File: src/hdl/dfla_pkg.sv
package dfla_pkg;

  // Heap geometry.
  localparam int MAX_SLOTS = 1024;
  localparam int IDX_W     = (MAX_SLOTS > 1) ? $clog2(MAX_SLOTS) : 1;
  localparam int CNT_W     = IDX_W + 1;

  // Field widths of the stream and configuration items.
  localparam int CMD_W        = 2;
  localparam int FREE_INDEX_W = 32;
  localparam int STATUS_W     = 3;
  localparam int SLOT_INDEX_W = 10;
  localparam int ADDR_W       = 64;
  localparam int SLOT_COUNT_W = 11;
  localparam int STRIDE_W     = 32;
  localparam int PROD_W       = IDX_W + STRIDE_W;

  // Configuration port geometry.
  localparam int APB_DATA_W = 64;
  localparam int APB_ADDR_W = 6;
  localparam int REG_SEL_W  = 3;

  typedef enum logic [CMD_W-1:0] {
    CMD_ALLOC  = 2'd0,
    CMD_FREE   = 2'd1,
    CMD_INIT   = 2'd2,
    CMD_UNUSED = 2'd3
  } cmd_t;

  typedef enum logic [STATUS_W-1:0] {
    ST_OK           = 3'd0,
    ST_NO_HEAP      = 3'd1,
    ST_EMPTY        = 3'd2,
    ST_BAD_INDEX    = 3'd3,
    ST_ALREADY_FREE = 3'd4
  } status_t;

  typedef enum logic [REG_SEL_W-1:0] {
    REG_HEAP_READY     = 3'd0,
    REG_SLOT_COUNT     = 3'd1,
    REG_SLOT_STRIDE    = 3'd2,
    REG_CPU_BASE       = 3'd3,
    REG_GPU_BASE       = 3'd4,
    REG_SHADER_VISIBLE = 3'd5
  } reg_sel_t;

  typedef struct packed {
    logic                    heap_ready;
    logic [SLOT_COUNT_W-1:0] slot_count;
    logic [STRIDE_W-1:0]     slot_stride;
    logic [ADDR_W-1:0]       cpu_base;
    logic [ADDR_W-1:0]       gpu_base;
    logic                    shader_visible;
  } cfg_t;

endpackage

File: src/hdl/dfla_addr.sv
module dfla_addr
  import dfla_pkg::*;
(
  input  logic              clk,
  input  logic [IDX_W-1:0]  idx,
  input  cfg_t              cfg,
  output logic [ADDR_W-1:0] cpu_addr,
  output logic [ADDR_W-1:0] gpu_addr
);

  logic [PROD_W-1:0] offset;

  // First stage: slot offset, index times stride.
  always_ff @(posedge clk) begin
    offset <= PROD_W'(idx) * PROD_W'(cfg.slot_stride);
  end

  // Second stage: add the bases; the GPU address is only given for visible heaps.
  always_ff @(posedge clk) begin
    cpu_addr <= cfg.cpu_base + ADDR_W'(offset);
    if (cfg.shader_visible) begin
      gpu_addr <= cfg.gpu_base + ADDR_W'(offset);
    end else begin
      gpu_addr <= '0;
    end
  end

endmodule

File: config.mk
export PLATFORM = sky130hd
export DESIGN_NAME = dfla_addr
export DESIGN_NICKNAME = d
export VERILOG_FILES = /design/src/hdl/dfla_pkg.sv /design/src/hdl/dfla_addr.sv
export SDC_FILE = /design/constraint.sdc
export NUM_CORES = 1
export LEC_CHECK = 0
export BUFFER_PORTS_ARGS = -buffer_cell sky130_fd_sc_hd__buf_2
export CORE_AREA = 2 2 209 211
export CTS_CLUSTER_DIAMETER = 200
export DETAILED_ROUTE_END_ITERATION = 8
export DIE_AREA = 0 0 211 213
export HOLD_SLACK_MARGIN = 0.15
export PLACE_DENSITY_LB_ADDON = 0.08
export SLEW_MARGIN = 15
export SYNTH_ARGS = -nofsm -noshare
export SYNTH_HDL_FRONTEND = slang
export SYNTH_SLANG_ARGS = --single-unit
export TNS_END_PERCENT = 50
File: constraint.sdc
create_clock -name clk -period 10.45 [get_ports clk]
set_input_delay 0.5225 -clock clk [delete_from_list [all_inputs] [get_ports clk]]
set_output_delay 0.5225 -clock clk [all_outputs]
set_load 0.05 [all_outputs]
==> results.md, run 1 <==
* Status: completed
* Cell variety after synth at between 70 and 80
* Syn. warnings at 0
* Worst-margin pin slew at around 0.9 ns
* Area growth, synth to finish at 12.9%
* Prevailing post-synth register cell: dfxtp_1
* CP arrival at a little under 7 ns
* Fin crit period at 6.39 ns
* Area after DPL at between 0.02 and 0.025 mm^2
* EDFF count, synth at 0
* Fin. Hold Viols at 0
* Post-route setup slack at 4.06 ns
* Clock buffer count from CTS at 17
* CTS tree: done
* Mapped Nets at 2743
* Crit Path Max Fanout at 32
* RSZ-0062 raised after global routing: no
* DR iter-0 viols at 829
* Root Buffer: clkbuf_16
* Antenna-violating nets left at 0
* Cell count after synthesis at between 2000 and 2500
* Register-to-Register Setup Slack at 6.42 ns
* Worst r2r dst: cpu_addr[56]
* Cts hold-fix bufs at 0
* Worst-skew pair later-pin latency at ~0.45 ns
* Setup bufs post-CTS at 0
* Clock Skew at between 0.006 and 0.007 ns
* Routed met2 length at 24500 um
* CTS Buffer Depth at 2
* Finished Cell Area at around 0.021 mm^2
* Part of the Yosys area used for sequential elements at 0.179
* Pins Over Slew Limit at 0
* Rows at 76
* Worst Reg-to-Reg Cells at 13
* # setup viols final at 0
* DP Wirelength at ~42000 um
* Die X at between 200 and 250 um
* Tcrit/Tclk final at 0.612
* Crit path capture: offset[35]
* Met3 Wirelength at around 2300 um
* PortBufs at roughly 300
* VDD IR max at about 0.14 mV
* Fmax at roughly 160 MHz
* Die area at about 0.045 mm^2
* DR vias at ~15000
* Cell Area, Synth at 0.0190 mm^2
* Power per cell area at roughly 340 mW/mm^2
* GR Util All Layers at 0.235
* Max Used Layer: met5
* Maxcap violations at 0
* CORE AREA at 0.0427 mm^2
* Initial antenna violation count at 7
* Grt ovf at 0
* Final nets at 2968
* Largest net degree at the start of global routing at 33
* Share of layout cells above drive strength 1 at 0.151
* Lkg Pwr at ~0.011 uW
* TNS Setup at 0 ns
* Critical Path Source: idx[1]
* WL/cell at about 18 um
* R2R Path Start: offset[0]
* Deepest level of the CTS H-tree at 4
* DRC at 0
* Total wire length at roughly 52000 um
* Initial core utilization at 0.445
* WL met1 at between 20000 and 25000 um
* Kind of critical path: input pin to flip-flop
* Clk pin slew, worst setup/hold paths at roughly 0.060 ns
* Startpoint type of the worst setup path: input pin
* Crit end category: flip-flop
* Seq cells post-synth at 170
* Slew headroom at 0.395
* Total iterations of the first detailed-routing run at 5
* Post-cts resize count at 0
* Die Y at 213 um
* Pwr Total at roughly 7300 uW
* Vias per inst at 5.21
* Pre-CTS setup slack at between 3 and 4 ns
* Routability congestion estimate at between 0.9 and 1
* Mapped Avg Cell Area at between 8 and 9 um^2
* Global-route wire length before repair at slightly above 80000 um
* Vias in the first global route at around 16000
* Clock tree sinks at 170
* Worst Path Required at between 10 and 15 ns
* I/O pins at approximately 310
* Asr flop ratio synth at 0
* Min-Delay Path Class: input pin to flip-flop
cells in the mapped netlist (43+ instances only):
cell	count	area (um^2)
a21o_1	79	593
a21oi_1	118	591
and2_1	186	1160
clkbuf_1	71	267
dfxtp_1	170	3400
fa_1	240	4800
ha_1	161	2010
inv_1	236	886
nand2_1	228	856
nand3_1	43	215
nor2_1	128	480
o21ai_0	60	300
xnor2_1	77	674
xor2_1	67	587
through the flow:
step / instances / hold WS [ns] / util
global placement: 2910 / 0.594 / 0.487
detailed placement: 2910 / 0.599 / 0.487
floorplan: 2158 / 0.462 / -
global route: 2947 / 0.266 / 0.502
CTS: 2942 / 0.238 / 0.501
finish: 2947 / 0.263 / 0.502
logic make-up after synthesis:
kind of cell             after synthesis  synth area share
AO/OA/AOI/OAI                        394             0.139
multiplexers                           4           0.00211
XOR/XNOR                             144            0.0664
buffers and inverters                332            0.0667
AND/OR/NAND/NOR                      713             0.187
adder cells (fa/ha/maj)              401             0.359
flip-flops                           170             0.179
where the power goes:
group / internal (uW) / total (uW) / leakage [uW] / switching (uW)
clock network: 378 / 640 / 0.000290 / 263
registers: 960 / 1100 / 0.00143 / 139
logic: 2190 / 5570 / 0.00903 / 3380
total: 3530 / 7310 / 0.0107 / 3780
flip-flops by register name, indices dropped and copies added (netlist names):
name / flops
cpu_addr: 64
gpu_addr: 64
offset: 42
worst min-delay path by stage:
stage                    from      endpoint  slack, ns  cells past startpoint
floorplan           offset[0]   cpu_addr[0]       0.46                      1
global route         cfg[127]  cpu_addr[62]       0.27                      2
global placement    offset[0]   cpu_addr[0]       0.59                      1
detailed placement  offset[0]   cpu_addr[0]       0.60                      1
CTS                  cfg[128]  cpu_addr[63]       0.24                      2
finish               cfg[128]  cpu_addr[63]       0.26                      2
area by class of cell:
type / count / area (um^2)
fill: 4215 / 21300
multi-input combinational: 1656 / 14300
sequential: 170 / 3400
timing repair buffer: 302 / 1520
inverter: 236 / 886
tap: 546 / 683
clock buffer: 23 / 488
clock inverter: 9 / 111
antenna: 5 / 12.5
placed cells by master, fill, tap and decap left out, types with 12 or more instances in the layout:
cell type	count
a21oi_1	118
a211oi_1	22
and2_1	186
nor2_1	128
clkbuf_16	17
fa_1	240
ha_1	161
xor2_1	67
o21a_1	14
nand4_1	19
a21o_1	79
xnor2_1	77
nand2b_1	20
inv_1	235
buf_2	299
nand2_1	228
and3_1	24
o21ai_0	60
nor2b_1	16
dfxtp_1	170
nand3_1	43
o21bai_1	14
a31oi_1	12
nor3_1	18
routing by layer:
| layer | global-route usage | up-vias |
|---|---|---|
| met5 | 0 | - |
| met1 | 0.318 | 7385 |
| met4 | 0.0699 | 4 |
| li1 | - | 7513 |
| met3 | 0.0260 | 55 |
| met2 | 0.397 | 387 |
worst max-delay path, stage by stage:
cell	delay, ns
buf_2	0.57
nand2_1	0.18
fa_1	0.57
inv_1	0.05
fa_1	0.50
inv_1	0.05
fa_1	0.52
inv_1	0.05
fa_1	0.47
inv_1	0.05
fa_1	0.47
inv_1	0.04
ha_1	0.36
nand3_1	0.14
nor4_1	0.46
o21ai_1	0.18
and4_1	0.27
o31ai_2	0.30
a221o_1	0.29
a31oi_1	0.14
nor2_1	0.25
a31oi_1	0.14
xnor2_1	0.14
No activity file was read; power rests on OpenSTA's default activity.
==> run 2, diff against run 1 <==
clock period = 5.9 ns   (was 10.45 ns; I/O delays follow)
==> run 2 against run 1 <==
Net effect: clock skew rose by 0.0036 ns; critical path depth stayed put; via count increased by 2.4%; total power is 88% higher; critical path type unchanged; largest cell class unchanged; highest routed layer is now met4.
==> results.md, run 2 (same netlist as run 1, synthesis figures left out) <==
* I/O pins at ~310
* Die X at ~210 um
* Rows at 76
* Pins Over Slew Limit at 0
* Largest net degree at the start of global routing at 33
* DR vias at about 16000
* Initial core utilization at 0.445
* Antenna-violating nets left at 0
* Commonest non-fill, non-tap cells in the layout: 298 x buf_2, 240 x fa_1, 235 x inv_1
* Dpl cells at 2980
* CTS Buffer Depth at 2
* Critical path cell sequence: clkbuf_4, and2_1, fa_1, fa_1, inv_1, fa_1, inv_1, fa_1, inv_1, fa_1, inv_1, ha_1, nand3_1, nor4_1, buf_4, o21ai_1, and4_1, o31ai_2, a221o_1, a31oi_1, nor2_1, a31oi_1, xnor2_1
* Clk pin slew, worst setup/hold paths at roughly 0.060 ns
* CP Buf/Inv Count at 6
* Status: completed
* GR Util All Layers at 0.242
* Min-Delay Path Class: input pin to flip-flop
* PortBufs at between 200 and 300
* Final nets at 3082
* Power per cell area at 613 mW/mm^2
* DP Wirelength at 44300 um
* WL/cell at around 18 um
* Lkg Pwr at between 0.01 and 0.015 uW
* CTS tree: done
* Root Buffer: clkbuf_16
* Fmax at 182 MHz
* Initial antenna violation count at 7
* Top flop regs: cpu_addr: 64 flops, gpu_addr: 64 flops, offset: 42 flops
* CP max stage delay at between 0.5 and 0.6 ns
* DRC at 0
* Tcrit/Tclk final at 0.931
* Crit end category: flip-flop
* RSZ-0062 raised after global routing: no
* Crit path max-delay cell type: fa_1
* Total iterations of the first detailed-routing run at 5
* Vias per inst at 5.13
* Kind of critical path: input pin to flip-flop
* Worst-margin pin slew at just over 0.9 ns
* Area growth, synth to finish at 18.3%
* Grt ovf at 0
* Global-route wire length before repair at around 84000 um
* Register-to-Register Setup Slack at between 1.5 and 2 ns
* Deepest level of the CTS H-tree at 4
* Routability congestion estimate at 0.943
* Share of layout cells above drive strength 1 at 0.171
* Fin util at 0.526
* Die area at about 0.045 mm^2
* # setup viols final at 0
* Clock tree sinks at 170
* Worst-skew pair later-pin latency at roughly 0.45 ns
* CP top delay family: adder cells
* Final std cells w/o fill at roughly 3100
* Clock buffer count from CTS at 17
* DR iter-0 viols at approximately 900
* Total wire length at about 54000 um
* VDD IR max at approximately 0.27 mV
* CP arrival at roughly 6 ns
* Fin. Hold Viols at 0
* Crit Path Max Fanout at 23
* Most used cell, CP: fa_1
* Vias in the first global route at about 16000
* Die Y at ~210 um
* Worst Path Required at 6.24 ns
* Slew headroom at 0.390
* Clock Skew at about 0.0096 ns
* Fin crit period at between 5 and 6 ns
* CORE AREA at around 0.043 mm^2
* Maxcap violations at 0
* Startpoint type of the worst setup path: input pin
* Commonest non-fill, non-tap cell in the layout: buf_2
-- run 2: timing repair --
| item | in CTS | in global routing |
|---|---|---|
| hold endpoints to repair | 41 | 0 |
| buffers inserted | 0 | 0 |
| resized for setup | 0 | 2 |
| hold buffers | 44 | 0 |
| setup endpoints to repair | 0 | 1 |
-- run 2: final timing paths --
path,start,to,depth (start not counted)
worst max-delay path,idx[5],offset[35],23
worst min-delay path,cfg[1],gpu_addr[0],3
worst max register to register,offset[0],gpu_addr[60],14
worst min register to register,offset[0],cpu_addr[0],1
-- run 2: metrics by stage --
step	setup TNS, ns	hold slack (ns)	total power, uW	worst slack (ns)	area (um^2)
2_1_floorplan	0	0.392	9630	0.282	19000
3_3_place_gp	-0.159	0.488	12400	-0.0962	21400
3_5_place_dp	-0.443	0.497	12500	-0.176	21400
4_1_cts	0	0.153	13800	0.318	22400
5_1_grt	0	0.177	15100	0.0965	22500
6_report	0	0.178	13800	0.410	22500
-- run 2: per-layer routing --
| metal | routed length [um] | global-route usage | vias up | share of wire |
|---|---|---|---|---|
| met5 | 0 | 0 | - | 0 |
| met3 | 2420 | 0.0303 | 55 | 0.045 |
| met1 | 25000 | 0.326 | 7506 | 0.46 |
| met4 | 1250 | 0.0818 | 0 | 0.023 |
| li1 | - | - | 7731 | - |
| met2 | 25100 | 0.404 | 413 | 0.47 |
-- run 2: power breakdown --
group / internal (uW) / switching, uW / total, uW
clock: 751 / 447 / 1200
combinational: 4470 / 6150 / 10600
sequential: 1700 / 246 / 1950
total: 6920 / 6840 / 13800
-- run 2: area by class of cell --
type | instances | area (um^2)
Timing Repair Buffer | 416 | 2520
Sequential cell | 170 | 3400
Tap cell | 546 | 683
Fill cell | 4013 | 20200
Multi-Input combinational cell | 1656 | 14300
Inverter | 236 | 886
Antenna cell | 8 | 20.0
Clock buffer | 20 | 447
Clock inverter | 9 | 173
-- run 2: worst reg2reg max path, stage by stage (launching register included) --
cell and delay, ns:
dfxtp_1 0.44, ha_1 0.24, inv_1 0.06, fa_1 0.38, nor2b_1 0.20, o31a_1 0.20, nand2_1 0.12, a21oi_2 0.23
a21oi_1 0.18, nor4_2 0.44, o21ai_1 0.30, a21oi_2 0.39, nand3_1 0.15, mux2i_1 0.15, dlygate4sd3_1 0.56
==> run 3, diff against run 2 <==
CORE_AREA = 2 2 230 232   (was 2 2 209 211)
DIE_AREA = 0 0 232 234   (was 0 0 211 213)
==> run 3 against run 2 <==
Net effect: routed wire length is 3.1% higher; core utilization is 9.3 points lower; global-route usage is 3.9 points lower; clock skew is 0.0031 ns lower; clock power is 8% lower; die area is 21% higher; total power is 0.98% lower; critical path depth is 2 lower; cell count is 4.2% higher; worst hold slack worse by 0.0025 ns; count of clock-buffer cells in the layout is 2 higher.
==> results.md, run 3 (same netlist as run 1, synthesis figures left out) <==
* Area after DPL at between 0.02 and 0.025 mm^2
* Area of the multi-input gates at around 0.014 mm^2
* Worst hold endpoint: gpu_addr[0]
* Die X at about 230 um
* Grt ovf at 0
* Area growth, synth to finish at 18.6%
* CP max stage delay at approximately 0.57 ns
* GR Util All Layers at 0.203
* Lkg Pwr at around 0.011 uW
* Register-to-Register Setup Slack at 1.71 ns
* DP Wirelength at 47000 um
* Power per cell area at about 610 mW/mm^2
* Hold path start: cfg[1]
* Final std cells w/o fill at between 3000 and 4000
* Total iterations of the first detailed-routing run at 5
* Slew headroom at 0.340
* DRC at 0
* Initial core utilization at 0.365
* Top flop regs: cpu_addr: 64 flops, gpu_addr: 64 flops, offset: 42 flops
* Worst-skew pair later-pin latency at approximately 0.45 ns
* Die area at approximately 0.054 mm^2
* Setup bufs post-CTS at 0
* Min-Delay Path Class: input pin to flip-flop
* DR iter-0 viols at 696
* Crit Path Max Fanout at 18
* Pre-CTS setup slack at -0.115 ns
* CP arrival at approximately 5.9 ns
* Rows at 84
* Status: completed
* Worst-margin pin slew at 0.989 ns
* CTS Buffer Depth at 2
* CORE AREA at about 0.052 mm^2
* Kind of critical path: input pin to flip-flop
* Storage element area at between 0.003 and 0.004 mm^2
* WL/cell at approximately 17 um
* DR vias at approximately 16000
* I/O pins at between 300 and 400
* Vias per inst at between 4 and 5
* Largest net degree at the start of global routing at a little under 60
* Hold WS at 0.175 ns
* Routability congestion estimate at 0.896
* Fin crit period at roughly 5.5 ns
* RSZ-0062 raised after global routing: no
* Most used cell, CP: fa_1
* Tcrit/Tclk final at 0.938
* Clock tree sinks at 170
* Hold Path Stages at 3
* Fin. Hold Viols at 0
* Total wire length at between 50000 and 60000 um
* Final nets at about 3100
* Clk pin slew, worst setup/hold paths at 0.06 ns
* Global-route wire length before repair at approximately 87000 um
* Finished Cell Area at between 0.02 and 0.025 mm^2
* Root Buffer: clkbuf_16
* Crit path max-delay cell type: fa_1
* Commonest non-fill, non-tap cells in the layout: 299 x buf_2, 240 x fa_1, 235 x inv_1
* Worst r2r dst: gpu_addr[54]
* # setup viols final at 0
* Fin util at 0.433
* Critical path cell sequence: buf_2, buf_4, and2_1, fa_1, fa_1, fa_1, fa_1, inv_1, fa_1, inv_1, ha_1, nand3_1, a31oi_1, a2111oi_0, o21ai_0, a211o_1, nand2_1, nor2_1, or2_2, a41oi_1, xnor2_1
* Crit end category: flip-flop
* Worst Path Required at around 6.3 ns
* Vias in the first global route at 16200
* Antenna-violating nets left at 0
* Deepest level of the CTS H-tree at 4
* Worst Reg-to-Reg Cells at 14
* Clock buffer count from CTS at 17
* Dpl cells at ~3100
* Pins Over Slew Limit at 0
* Maxcap violations at 0
* PortBufs at 299
* Startpoint type of the worst setup path: input pin
* Layout fillers at roughly 5300
* CTS tree: done
* Post-route setup slack at about 0.36 ns
* Initial antenna violation count at 4
* Clock Skew at approximately 0.0066 ns
* Commonest non-fill, non-tap cell in the layout: buf_2
* Die Y at approximately 230 um
* VDD IR max at around 0.26 mV
* Share of layout cells above drive strength 1 at 0.169
* Fmax at between 150 and 200 MHz
* R2R Path Start: offset[0]
[run 3: cell count changes in the layout (fill, tap and decap cells not counted), sizes merged]
| cell | previous run | this run |
|---|---|---|
| diode | 8 | 2 |
| dlygate4sd3 | 44 | 43 |
| clkinv | 4 | 1 |
| clkinvlp | 1 | 4 |
| inv | 235 | 236 |
| clkbuf | 21 | 22 |
| buf | 371 | 366 |
| bufinv | 5 | 2 |
[run 3: report_power, final]
part | internal [uW] | switching, uW | leakage (uW) | total, uW
Combinational | 4410 | 6160 | 0.00954 | 10600
Sequential | 1700 | 263 | 0.00143 | 1960
Clock | 637 | 459 | 0.000260 | 1100
Total | 6750 | 6880 | 0.0112 | 13600
[run 3: worst max-delay path, delay by kind of cell]
| kind | cells | cell delay, ns |
|---|---|---|
| buffers and inverters | 4 | 0.64 |
| AO/OA/AOI/OAI | 5 | 1.31 |
| adder cells (fa/ha/maj) | 6 | 2.71 |
| XOR/XNOR | 1 | 0.14 |
| AND/OR/NAND/NOR | 5 | 0.80 |
[run 3: worst max-delay path by stage]
stage / start / to / slack, ns / cells past startpoint
after floorplan: idx[1] / offset[35] / 0.28 / 23
after global placement: idx[2] / offset[41] / -0.03 / 26
after detailed placement: idx[4] / offset[40] / -0.11 / 21
after CTS: idx[4] / offset[40] / 0.37 / 21
after global routing: idx[4] / offset[40] / 0.05 / 21
final: idx[4] / offset[40] / 0.36 / 21
[run 3: area by class of cell]
type                            instances  share of cell area
Tap cell                              688              0.0382
Clock inverter                          7             0.00422
Clock buffer                           22              0.0206
Inverter                              236              0.0393
Antenna cell                            2            0.000222
Timing Repair Buffer                  409               0.110
Multi-Input combinational cell       1656               0.636
Sequential cell                       170               0.151
[run 3: layer usage]
layer	wire (um)	up-vias	global-route usage	part of all wire
met2	25600	322	0.338	0.46
met1	26800	7621	0.279	0.48
met4	1090	4	0.0585	0.020
met3	1850	56	0.0246	0.033
li1	-	7727	-	-
met5	23	-	0	0.00041
[run 3: repair_timing]
item,in CTS,in global routing
setup endpoints to repair,0,0
hold endpoints to repair,41,0
hold buffers,43,0
gates resized for setup,0,0
[run 3: per-stage QoR]
| stage | TNS, ns | power (uW) |
|---|---|---|
| 2_1_floorplan | 0 | 9630 |
| 3_3_place_gp | -0.0472 | 12500 |
| 3_5_place_dp | -0.212 | 12600 |
| 4_1_cts | 0 | 13700 |
| 5_1_grt | 0 | 15000 |
| 6_report | 0 | 13600 |
