File: src/hdl/dfla_pkg.sv
package dfla_pkg;

  // Heap geometry.
  localparam int MAX_SLOTS = 1024;
  localparam int IDX_W     = (MAX_SLOTS > 1) ? $clog2(MAX_SLOTS) : 1;
  localparam int CNT_W     = IDX_W + 1;

  // Field widths of the stream and configuration items.
  localparam int CMD_W        = 2;
  localparam int FREE_INDEX_W = 32;
  localparam int STATUS_W     = 3;
  localparam int SLOT_INDEX_W = 10;
  localparam int ADDR_W       = 64;
  localparam int SLOT_COUNT_W = 11;
  localparam int STRIDE_W     = 32;
  localparam int PROD_W       = IDX_W + STRIDE_W;

  // Configuration port geometry.
  localparam int APB_DATA_W = 64;
  localparam int APB_ADDR_W = 6;
  localparam int REG_SEL_W  = 3;

  typedef enum logic [CMD_W-1:0] {
    CMD_ALLOC  = 2'd0,
    CMD_FREE   = 2'd1,
    CMD_INIT   = 2'd2,
    CMD_UNUSED = 2'd3
  } cmd_t;

  typedef enum logic [STATUS_W-1:0] {
    ST_OK           = 3'd0,
    ST_NO_HEAP      = 3'd1,
    ST_EMPTY        = 3'd2,
    ST_BAD_INDEX    = 3'd3,
    ST_ALREADY_FREE = 3'd4
  } status_t;

  typedef enum logic [REG_SEL_W-1:0] {
    REG_HEAP_READY     = 3'd0,
    REG_SLOT_COUNT     = 3'd1,
    REG_SLOT_STRIDE    = 3'd2,
    REG_CPU_BASE       = 3'd3,
    REG_GPU_BASE       = 3'd4,
    REG_SHADER_VISIBLE = 3'd5
  } reg_sel_t;

  typedef struct packed {
    logic                    heap_ready;
    logic [SLOT_COUNT_W-1:0] slot_count;
    logic [STRIDE_W-1:0]     slot_stride;
    logic [ADDR_W-1:0]       cpu_base;
    logic [ADDR_W-1:0]       gpu_base;
    logic                    shader_visible;
  } cfg_t;

endpackage

File: src/hdl/dfla_regs.sv
module dfla_regs
  import dfla_pkg::*;
(
  input  logic                  clk,
  input  logic                  rst,
  input  logic                  psel,
  input  logic                  penable,
  input  logic                  pwrite,
  input  logic [APB_ADDR_W-1:0] paddr,
  input  logic [APB_DATA_W-1:0] pwdata,
  output logic [APB_DATA_W-1:0] prdata,
  output logic                  pready,
  output cfg_t                  cfg
);

  logic     wr_en;
  reg_sel_t sel;

  assign pready = 1'b1;
  assign wr_en  = psel && penable && pwrite && pready;
  assign sel    = reg_sel_t'(paddr[APB_ADDR_W-1:3]);

  // Register writes on the access phase of a write transaction.
  always_ff @(posedge clk) begin
    if (rst) begin
      cfg <= '0;
    end else if (wr_en) begin
      unique case (sel)
        REG_HEAP_READY:     cfg.heap_ready     <= pwdata[0];
        REG_SLOT_COUNT:     cfg.slot_count     <= pwdata[SLOT_COUNT_W-1:0];
        REG_SLOT_STRIDE:    cfg.slot_stride    <= pwdata[STRIDE_W-1:0];
        REG_CPU_BASE:       cfg.cpu_base       <= pwdata[ADDR_W-1:0];
        REG_GPU_BASE:       cfg.gpu_base       <= pwdata[ADDR_W-1:0];
        REG_SHADER_VISIBLE: cfg.shader_visible <= pwdata[0];
        default: ;
      endcase
    end
  end

  // Read-back of the register selected by the address.
  always_comb begin
    prdata = '0;
    unique case (sel)
      REG_HEAP_READY:     prdata = APB_DATA_W'(cfg.heap_ready);
      REG_SLOT_COUNT:     prdata = APB_DATA_W'(cfg.slot_count);
      REG_SLOT_STRIDE:    prdata = APB_DATA_W'(cfg.slot_stride);
      REG_CPU_BASE:       prdata = APB_DATA_W'(cfg.cpu_base);
      REG_GPU_BASE:       prdata = APB_DATA_W'(cfg.gpu_base);
      REG_SHADER_VISIBLE: prdata = APB_DATA_W'(cfg.shader_visible);
      default:            prdata = '0;
    endcase
  end

endmodule

File: config.mk
export PLATFORM = sky130hd
export DESIGN_NAME = dfla_regs
export DESIGN_NICKNAME = d
export VERILOG_FILES = /design/src/hdl/dfla_pkg.sv /design/src/hdl/dfla_regs.sv
export SDC_FILE = /design/constraint.sdc
export NUM_CORES = 1
export LEC_CHECK = 0
export ABC_AREA = 1
export CORE_UTILIZATION = 25
export CTS_BUF_LIST = sky130_fd_sc_hd__clkbuf_2 sky130_fd_sc_hd__clkbuf_4 sky130_fd_sc_hd__clkbuf_8
export DETAILED_ROUTE_END_ITERATION = 10
export DONT_BUFFER_PORTS = 1
export SYNTH_ARGS = -nofsm -noshare
export SYNTH_HDL_FRONTEND = slang
export SYNTH_SLANG_ARGS = --single-unit
File: constraint.sdc
create_clock -name clk -period 2.4 [get_ports clk]
set_input_delay 0 -clock clk [delete_from_list [all_inputs] [get_ports clk]]
set_output_delay 0 -clock clk [all_outputs]
set_load 0.01 [all_outputs]
==> results of run 1 <==
repair_timing:
action,in CTS,in global routing
setup endpoints to repair,0,0
hold endpoints to repair,173,0
hold buffers,76,0
power by group through the flow:
stage / Combinational, mW / Clock, mW / Sequential (mW)
5_1_grt: 0.533 / 2.31 / 2.97
3_5_place_dp: 0.378 / 0 / 3.03
2_1_floorplan: 0.298 / 0 / 3.01
4_1_cts: 0.478 / 2.21 / 2.96
6_report: 0.475 / 2.09 / 2.96
3_3_place_gp: 0.370 / 0 / 3.03
path summary, 6_finish.rpt:
check                 from        to  slack (ps)  cells after the start
setup / recovery   penable  cfg[172]         240                      9
hold / removal    paddr[3]  cfg[133]          50                      5
setup reg to reg  cfg[172]  cfg[172]        1120                      3
hold reg to reg    cfg[47]   cfg[47]         550                      2
layout make-up:
cell class | instances | share of cell area [%]
clock buffer | 21 | 2.97
clock inverter | 11 | 1.14
inverter | 91 | 3.63
multi-input combinational | 963 | 40.5
sequential | 173 | 36.4
tap | 402 | 5.29
timing repair buffer | 94 | 10.1
per-layer routing:
layer	part of all wire (%)	up-vias
met1	42	3508
met4	1.7	0
li1	-	3992
met2	47	291
met5	0	-
met3	8.9	27
tightest hold or removal path, delay by kind of cell:
kind | cells | cell delay, ps
and+or+nand+nor | 4 | 430
buffers and inverters | 1 | 80
cell usage in the layout, fill, tap and decap left out:
cell,n
sky130_fd_sc_hd__inv_6,3
sky130_fd_sc_hd__nand3_2,2
sky130_fd_sc_hd__nand4_1,3
sky130_fd_sc_hd__clkbuf_8,20
sky130_fd_sc_hd__dlygate4sd3_1,76
sky130_fd_sc_hd__nor2_4,5
sky130_fd_sc_hd__nor2_1,363
sky130_fd_sc_hd__clkbuf_4,1
sky130_fd_sc_hd__a21oi_1,10
sky130_fd_sc_hd__nand2_1,445
sky130_fd_sc_hd__buf_12,5
sky130_fd_sc_hd__inv_2,3
sky130_fd_sc_hd__inv_1,85
sky130_fd_sc_hd__dfxtp_1,173
sky130_fd_sc_hd__inv_4,1
sky130_fd_sc_hd__buf_4,13
sky130_fd_sc_hd__clkinv_1,1
sky130_fd_sc_hd__nand3_1,134
sky130_fd_sc_hd__clkinv_2,3
sky130_fd_sc_hd__bufinv_16,1
sky130_fd_sc_hd__clkinv_4,4
sky130_fd_sc_hd__clkinvlp_4,1
sky130_fd_sc_hd__conb_1,1
kinds of logic after synthesis:
| family | share of synthesized area (%) |
|---|---|
| other cells | 0.0462 |
| compound gates | 0.617 |
| simple gates | 46.7 |
| buf+inv | 9.97 |
| flops | 42.7 |
==> out/results.ini, run 1 <==
[run_status]
run_status = finished, final reports clean

[final_layout]
largestRegisters = cfg (173)
layout.area.seq_um2 = 3460
final.fill_count = 3487
finalInstanceArea_um2 = 9510
final_cell_count_no_fill = 1755
post_route_cells_drive_above_1_share_pct = 4.58
antenna-diode-count = 0
areaGrowthSynthToFinish_pct = 17.3
fin_util_pct = 30.0
regMostFlops = cfg
net_count_of_the_finished_layout = 1415
multi_input_area_um2 = 3850
number_of_flip_flops_in_the_largest_register = 173

[routing]
routed_wire_length_per_instance_um = 14.7
drtPass1Iterations = 4
postRouteAntennaNets = 0
drt_drc_violations_left = 0
dr_vias = 7818
drtIter0Drc = 343
vias_per_cell = 4.45
finalWirelength_um = 25800

[yosys]
synthTopCellsByCount = 445 x sky130_fd_sc_hd__nand2_1, 363 x sky130_fd_sc_hd__nor2_1, 173 x sky130_fd_sc_hd__dfxtp_1
number_of_storage_elements_in_the_synthesis_netlist = 173
dominantRegCellSynth = sky130_fd_sc_hd__dfxtp_1
synth_area_leaders = sky130_fd_sc_hd__dfxtp_1 43%, sky130_fd_sc_hd__nand2_1 21%, sky130_fd_sc_hd__nor2_1 17%, sky130_fd_sc_hd__nand3_1 8.3%, sky130_fd_sc_hd__inv_1 4.0%
synth-seq-area-share_pct = 42.7
post_synth_num_cell_types = 18
post-synth-top-count-cell = sky130_fd_sc_hd__nand2_1
synth_enable_flop_cells = 0
syn-num-nets = 1385
syn_avg_cell_area_um2 = 6.19
synthesis.instances = 1310
asyncSetResetFlopFracSynth_pct = 0
synth.yosys.warnings = 0
netlist.top_cell.by_area = sky130_fd_sc_hd__dfxtp_1
syn-cell-area_um2 = 8110
synth_largest_type_area_fraction_pct = 42.7

[pwr]
power.clock.fraction_pct = 37.8
design_power_total_mw = 5.53
p_sw_share_pct = 27.4
total_power_divided_by_cell_area_nw_per_um2 = 581
ir_worst_vdd_mv = 0.273
sequential_share_of_power_pct = 53.6
power.static_leakage_nw = 4.15
power.switching_mw = 1.52
internal_power_mw = 4.01
combinationalPowerShare_pct = 8.6

[critical_path]
worst_path_required_ps = 2780
critical_path_buf_inv_count = 5
crit_path_cell_trace = dlygate4sd3_1 > nand3_2 > clkinv_2 > buf_12 > nand3_1 > dlygate4sd3_1 > nand2_1 > nor2_1 > dlygate4sd3_1
critPathTopFamily = buffers and inverters
worstSetupEndpointType = flop
critical_path.startpoint_type = input pin
critical_path.max_fanout = 65
path_class = in -> reg
max_stage_delay_ps = 570
cpMaxStageDelayCell = sky130_fd_sc_hd__dlygate4sd3_1
critPathArrivalTime_ps = 2530
critical_path.most_common_cell = sky130_fd_sc_hd__dlygate4sd3_1

[cts]
clock_transition_at_the_registers_of_the_reported_paths_ps = 100
post_cts_gate_resize_count = 0
cts.htree.levels = 4
cts-buffers-inserted = 17
cts_setup_buffers = 0
tritoncts = yes
insertion_delay_ps = 480
clk_path_buf_depth = 2
cts.sink_count = 173
clock_tree.root_cell = sky130_fd_sc_hd__clkbuf_8

[sta]
setup_ws_ps = 245
finalMaxSlewViolations = 0
fin_skew_ps = 0
max_slew_margin_pct = 45.6
fmax_ghz = 0.464
finalHoldViolCount = 0
layout_min_cycle_time_ps = 2160
final.setup.tns_ps = 0
setup_viol = 0
hold_slack_ps = 54.4
worst_pin_slew_ps = 816
fin_crit_sh_pct = 89.8
grt_setup_unrepaired = false

[global_routing]
grt_start_max_net_pins = 174
grt_first_pass_wirelength_um = 39300
grt-busiest-layer = met2
grt_remaining_overflow = 0
grtUsageMet2_pct = 26.7
grt_use_total_pct = 15.3
antenna_found_initial = 0
grtUsageMet3_pct = 5.75
grt_pass1_vias = 7167
met1_usage_pct = 16.9

[floorplan]
floorplan.io_pins = 313
dieWidth_um = 182
core_um2 = 31700
floorplan.rows = 65
die_area_um2 = 33200
initial_utilization_pct = 25.6
die_y_um = 182

[placed_design]
place_hpwl_um = 16400
finalWeightedCongestion = 0.767
dpl_worst_slack_ps = 1050
dp.cells = 1647
buffer_ports.inserted = 0
postPlaceCellArea_um2 = 8360

[min_path]
hp-class = in -> reg

[flow_run]
max_cap_viol_count = 0

Note: power is estimated with default switching activity, not from simulation.
==> inputs of run 2 (changes only) <==
--- a/config.mk
+++ b/config.mk
@@ -6,10 +6,11 @@
 export NUM_CORES = 1
 export LEC_CHECK = 0
 export ABC_AREA = 1
-export CORE_UTILIZATION = 25
+export CORE_UTILIZATION = 55
 export CTS_BUF_LIST = sky130_fd_sc_hd__clkbuf_2 sky130_fd_sc_hd__clkbuf_4 sky130_fd_sc_hd__clkbuf_8
 export DETAILED_ROUTE_END_ITERATION = 10
 export DONT_BUFFER_PORTS = 1
+export PLACE_DENSITY = 0.7
 export SYNTH_ARGS = -nofsm -noshare
 export SYNTH_HDL_FRONTEND = slang
 export SYNTH_SLANG_ARGS = --single-unit
==> out/results.ini, run 2 (synthesis results as in run 1) <==
[cts]
cts-buffers-inserted = 17
cts_setup_buffers = 0
clock_tree.root_cell = sky130_fd_sc_hd__clkbuf_8
clock_transition_at_the_registers_of_the_reported_paths_ps = 90
clk_path_buf_depth = 2
cts.htree.levels = 4
cts.sink_count = 173
insertion_delay_ps = 450
tritoncts = yes

[placed_design]
dp.cells = 1427
place_hpwl_um = 13900
postPlaceCellArea_um2 = 8060
finalWeightedCongestion = 0.806
buffer_ports.inserted = 0
dpl_worst_slack_ps = 830

[floorplan]
dieWidth_um = 123
die_y_um = 123
floorplan.rows = 44
floorplan.io_pins = 313
initial_utilization_pct = 56.0
core_um2 = 14500
die_area_um2 = 15200

[final_layout]
layout.cells.most_common_list = 445 x sky130_fd_sc_hd__nand2_1, 363 x sky130_fd_sc_hd__nor2_1, 173 x sky130_fd_sc_hd__dfxtp_1
antenna-diode-count = 0
largestRegisters = cfg (173)
areaGrowthSynthToFinish_pct = 17.1
final_cell_count_no_fill = 1558
finalInstanceArea_um2 = 9500
number_of_flip_flops_in_the_largest_register = 173
regMostFlops = cfg
post_route_cells_drive_above_1_share_pct = 4.37
net_count_of_the_finished_layout = 1436
final_common_cell = sky130_fd_sc_hd__nand2_1
final.fill_count = 1347

[routing]
drt_drc_violations_left = 0
routed_wire_length_per_instance_um = 14.5
drtPass1Iterations = 5
postRouteAntennaNets = 0
finalWirelength_um = 22500
dr_vias = 7952
vias_per_cell = 5.10
drtIter0Drc = 474

[pwr]
power.static_leakage_nw = 4.26
total_power_divided_by_cell_area_nw_per_um2 = 604
ir_worst_vdd_mv = 0.293

[min_path]
holdPathEnd = cfg[129]
worstHoldStart = paddr[3]
hp-class = in -> reg
timing.hold.worst_path_depth = 5

[sta]
grt_setup_unrepaired = false
worst_pin_slew_ps = 870
setup_viol = 0
layout_min_cycle_time_ps = 2180
fin_skew_ps = 0
final.setup.tns_ps = 0
fmax_ghz = 0.459
finalMaxSlewViolations = 0
max_slew_margin_pct = 41.8
hold_slack_ps = 35.2
fin_crit_sh_pct = 90.8
setup_ws_ps = 220
finalHoldViolCount = 0

[critical_path]
cpMaxStageDelayCell = sky130_fd_sc_hd__dlygate4sd3_1
critPathArrivalTime_ps = 2530
worst_path_required_ps = 2750
path_class = in -> reg
worstReg2RegStart = cfg[0]
critical_path.startpoint_type = input pin
worst_r2r_path_depth = 3
max_stage_delay_ps = 610
critical_path.max_fanout = 94
crit_path_cell_trace = dlygate4sd3_1 > inv_2 > nand3_2 > nor2_4 > buf_12 > nand2_1 > nand2_1 > dlygate4sd3_1 > nor2_1
regToRegSetupSlack_ps = 1110
worstSetupEndpointType = flop
crit-reg2reg-capture = cfg[0]

[global_routing]
grt_use_total_pct = 28.8
grt_first_pass_wirelength_um = 34100
grt_remaining_overflow = 0
grt_start_max_net_pins = 95
antenna_found_initial = 0
grt_pass1_vias = 6869

[run_status]
run_status = finished, final reports clean

[flow_run]
max_cap_viol_count = 0

-- run 2: changes by cell type in the layout (fill, tap and decap cells not counted), sizes merged --
cell	delta
clkbuf	-1
bufinv	+3
clkinvlp	+1
clkinv	-2
buf	-2
inv	-1
dlygate4sd3	+23
-- run 2: cell type report --
class / count / area (um^2) / area share [%]
multi-input cells: 963 / 3850 / 40.5
clock inverters: 12 / 184 / 1.94
clock buffers: 20 / 263 / 2.77
repair buffers: 115 / 1160 / 12.2
well taps: 184 / 230 / 2.42
flip-flops and latches: 173 / 3460 / 36.5
inverters: 91 / 347 / 3.65
-- run 2: worst max-delay path, delay by kind of cell --
family	cells	cell delay (ps)
buffers and inverters	4	1670
AND/OR/NAND/NOR	5	790
-- run 2: worst max path at each step --
| stage | end | from | depth (start not counted) | slack, ps |
|---|---|---|---|---|
| 2_1_floorplan | cfg[10] | paddr[3] | 7 | 1470 |
| 3_3_place_gp | prdata[20] | paddr[5] | 6 | 860 |
| 3_5_place_dp | prdata[21] | paddr[5] | 6 | 830 |
| 4_1_cts | prdata[21] | paddr[5] | 7 | 150 |
| 5_1_grt | prdata[28] | paddr[5] | 7 | 100 |
| 6_report | cfg[108] | paddr[5] | 9 | 220 |
-- run 2: power breakdown --
group          leakage, nW  internal, mW  switching [mW]  total, mW
combinational         2.64         0.205           0.293      0.497
sequential            1.40          2.91          0.0560       2.96
clock                0.221          1.20            1.08       2.28
total                 4.26          4.31            1.43       5.74
-- run 2: per-stage QoR --
stage	utilization [%]	power, mW
floorplan	-	3.31
global placement	55.6	3.38
detailed placement	55.6	3.39
CTS	65.6	5.76
global route	65.6	5.97
finish	65.6	5.74
-- run 2: what timing repair did --
action / CTS / global route
hold endpoints to repair: 173 / 0
hold buffers: 99 / 0
endpoints found under the setup margin: 0 / 4
gates resized for setup: 0 / 1
-- run 2: layer usage --
metal / up-vias / global-route usage, % / routed length [um] / part of all wire [%]
li1: 4039 / - / - / -
met3: 38 / 7.43 / 1600 / 7.1
met5: - / 0 / 0 / 0
met2: 302 / 48.6 / 10900 / 48
met4: 0 / 12.2 / 570 / 2.5
met1: 3573 / 34.7 / 9500 / 42
==> inputs of run 3 (changes only) <==
--- a/config.mk
+++ b/config.mk
@@ -5,12 +5,11 @@
 export SDC_FILE = /design/constraint.sdc
 export NUM_CORES = 1
 export LEC_CHECK = 0
-export ABC_AREA = 1
-export CORE_UTILIZATION = 55
+export ABC_AREA = 0
+export CORE_UTILIZATION = 50
 export CTS_BUF_LIST = sky130_fd_sc_hd__clkbuf_2 sky130_fd_sc_hd__clkbuf_4 sky130_fd_sc_hd__clkbuf_8
 export DETAILED_ROUTE_END_ITERATION = 10
 export DONT_BUFFER_PORTS = 1
-export PLACE_DENSITY = 0.7
 export SYNTH_ARGS = -nofsm -noshare
 export SYNTH_HDL_FRONTEND = slang
 export SYNTH_SLANG_ARGS = --single-unit
==> out/results.ini, run 3 <==
[yosys]
syn-cell-area_um2 = 8170
synth-seq-area-share_pct = 42.4
netlist.top_cell.by_area = sky130_fd_sc_hd__dfxtp_1
number_of_storage_elements_in_the_synthesis_netlist = 173
dominantRegCellSynth = sky130_fd_sc_hd__dfxtp_1
synth_largest_type_area_fraction_pct = 42.4
post_synth_num_cell_types = 30
synth_area_leaders = sky130_fd_sc_hd__dfxtp_1 42%, sky130_fd_sc_hd__mux2i_1 21%, sky130_fd_sc_hd__nand2b_1 16%, sky130_fd_sc_hd__o21ai_0 4.5%, sky130_fd_sc_hd__a22o_1 3.4%
synth_enable_flop_cells = 0
synth.yosys.warnings = 0
post-synth-top-count-cell = sky130_fd_sc_hd__nand2b_1
synthTopCellsByCount = 208 x sky130_fd_sc_hd__nand2b_1, 173 x sky130_fd_sc_hd__dfxtp_1, 173 x sky130_fd_sc_hd__mux2i_1
asyncSetResetFlopFracSynth_pct = 0
synthesis.instances = 838
syn-num-nets = 913
syn_avg_cell_area_um2 = 9.74

[sta]
grt_setup_unrepaired = false
finalHoldViolCount = 0
setup_viol = 0
max_slew_margin_pct = 31.8
final.setup.tns_ps = 0
setup_ws_ps = 289
fmax_ghz = 0.474
fin_crit_sh_pct = 88.0
worst_pin_slew_ps = 1020
finalMaxSlewViolations = 0
fin_skew_ps = 0
layout_min_cycle_time_ps = 2110

[floorplan]
initial_utilization_pct = 51.4
die_y_um = 130
core_um2 = 15900
floorplan.io_pins = 313
floorplan.rows = 46
dieWidth_um = 130
die_area_um2 = 16800

[critical_path]
regToRegSetupSlack_ps = 1080
critical_path.most_common_cell = sky130_fd_sc_hd__dlygate4sd3_1
max_stage_delay_ps = 710
critical_path_buf_inv_count = 2
worstSetupStartpoint = paddr[5]
critical_path.startpoint_type = input pin
critPathTopFamily = buffers and inverters
crit-reg2reg-capture = cfg[44]
worstSetupEndpointType = flop
path_class = in -> reg
worst_r2r_path_depth = 3
worstReg2RegStart = cfg[44]
worst_path_depth = 5
cpMaxStageDelayCell = sky130_fd_sc_hd__and3_4
critical_path.max_fanout = 38
worst_path_required_ps = 2780
crit_path_cell_trace = dlygate4sd3_1 > and4b_1 > and3_4 > mux2i_1 > dlygate4sd3_1
critPathArrivalTime_ps = 2490

[cts]
cts_setup_buffers = 0
cts-buffers-inserted = 17
cts.sink_count = 173
clk_path_buf_depth = 2
insertion_delay_ps = 440
cts.htree.levels = 4
clock_tree.root_cell = sky130_fd_sc_hd__clkbuf_8
tritoncts = yes
clock_transition_at_the_registers_of_the_reported_paths_ps = 80

[final_layout]
regMostFlops = cfg
final_common_cell = sky130_fd_sc_hd__nand2b_1
layout.cells.most_common_list = 208 x sky130_fd_sc_hd__nand2b_1, 173 x sky130_fd_sc_hd__mux2i_1, 173 x sky130_fd_sc_hd__dfxtp_1
final.fill_count = 1398
number_of_flip_flops_in_the_largest_register = 173
areaGrowthSynthToFinish_pct = 19.5
layout.area.seq_um2 = 3460
post_route_cells_drive_above_1_share_pct = 4.66
multi_input_area_um2 = 4320
net_count_of_the_finished_layout = 986
largestRegisters = cfg (173)

[routing]
drt_drc_violations_left = 0
drtIter0Drc = 282
routed_wire_length_per_instance_um = 19.9
vias_per_cell = 5.67
dr_vias = 6454
postRouteAntennaNets = 0
finalWirelength_um = 22700
drtPass1Iterations = 4

[pwr]
ir_worst_vdd_mv = 0.303
power.static_leakage_nw = 4.10
total_power_divided_by_cell_area_nw_per_um2 = 555

[flow_run]
max_cap_viol_count = 0

[global_routing]
grt_pass1_vias = 6320
grt_remaining_overflow = 0
grt_first_pass_wirelength_um = 33600
grt_use_total_pct = 26.0
antenna_found_initial = 1
grt_start_max_net_pins = 191

[min_path]
timing.hold.worst_path_depth = 1
worstHoldStart = paddr[3]
holdPathEnd = prdata[4]
hp-class = in -> out

[placed_design]
dpl_worst_slack_ps = 684
buffer_ports.inserted = 0
place_hpwl_um = 13700
finalWeightedCongestion = 0.815

[run_status]
run_status = finished, final reports clean

run 3: cell count changes after synthesis, sizes merged, moves of 11 or more:
cell | before | now
nand2 | 445 | 25
inv | 90 | 2
nor2b | 0 | 35
nand2b | 0 | 208
buf | 61 | 28
a22o | 0 | 32
o21ai | 0 | 85
mux2i | 0 | 173
nor2 | 368 | 1
o22ai | 0 | 11
nand3 | 136 | 1
clkbuf | 22 | 44
run 3: where the power goes:
| group | switching (mW) | internal, mW | total [mW] | leakage, nW |
|---|---|---|---|---|
| logic | 0.183 | 0.217 | 0.400 | 2.49 |
| registers | 0.0326 | 2.89 | 2.92 | 1.39 |
| clock network | 1.02 | 1.07 | 2.09 | 0.211 |
| total | 1.24 | 4.18 | 5.42 | 4.10 |
run 3: metrics by stage:
stage                     power, mW  cell area [um^2]  util [%]  hold WS (ps)  cells
final                          5.42              9750      61.4           115   1139
after global routing           5.62              9750      61.4           109   1139
after CTS                      5.47              9750      61.4          97.9   1138
after detailed placement       3.22              8150      51.3           105    990
after global placement         3.21              8150      51.3           110    990
after floorplan                3.23              8170         -           176    838
run 3: kinds of logic (layout without fill, tap and decap cells):
family / count (synthesis) / after routing / synth area share (%)
flip-flops: 173 / 173 / 42.4
AND/OR/NAND/NOR: 278 / 278 / 20.8
buffers and inverters: 74 / 158 / 4.83
other: 1 / 2 / 0.0459
multiplexers: 174 / 174 / 21.5
AO/OA/AOI/OAI: 138 / 138 / 10.4
run 3: how the worst max path moves through the flow:
stage	endpoint	slack, ps
2_1_floorplan	cfg[108]	1200
3_3_place_gp	cfg[87]	770
3_5_place_dp	cfg[76]	680
4_1_cts	cfg[127]	370
5_1_grt	cfg[98]	240
6_report	cfg[98]	290
run 3: final cells by class:
cell class | instances | share of cell area, %
multi-input combinational | 591 | 44.3
inverter | 2 | 0.0770
timing repair buffer | 126 | 13.2
clock buffer | 19 | 2.68
antenna | 1 | 0.0257
sequential | 173 | 35.5
clock inverter | 11 | 1.45
tap | 216 | 2.77
run 3: repair_timing:
item                       CTS  global route
setup endpoints to repair    0             0
hold buffers               118             0
hold endpoints to repair   173             0
gates resized for setup      0             0
run 3: per-layer routing:
layer	track usage (%)	up-vias	wire [um]
li1	-	3011	-
met1	29.2	3171	9290
met2	46.7	251	11500
met3	7.38	21	1520
met4	9.30	0	349
met5	0	-	0
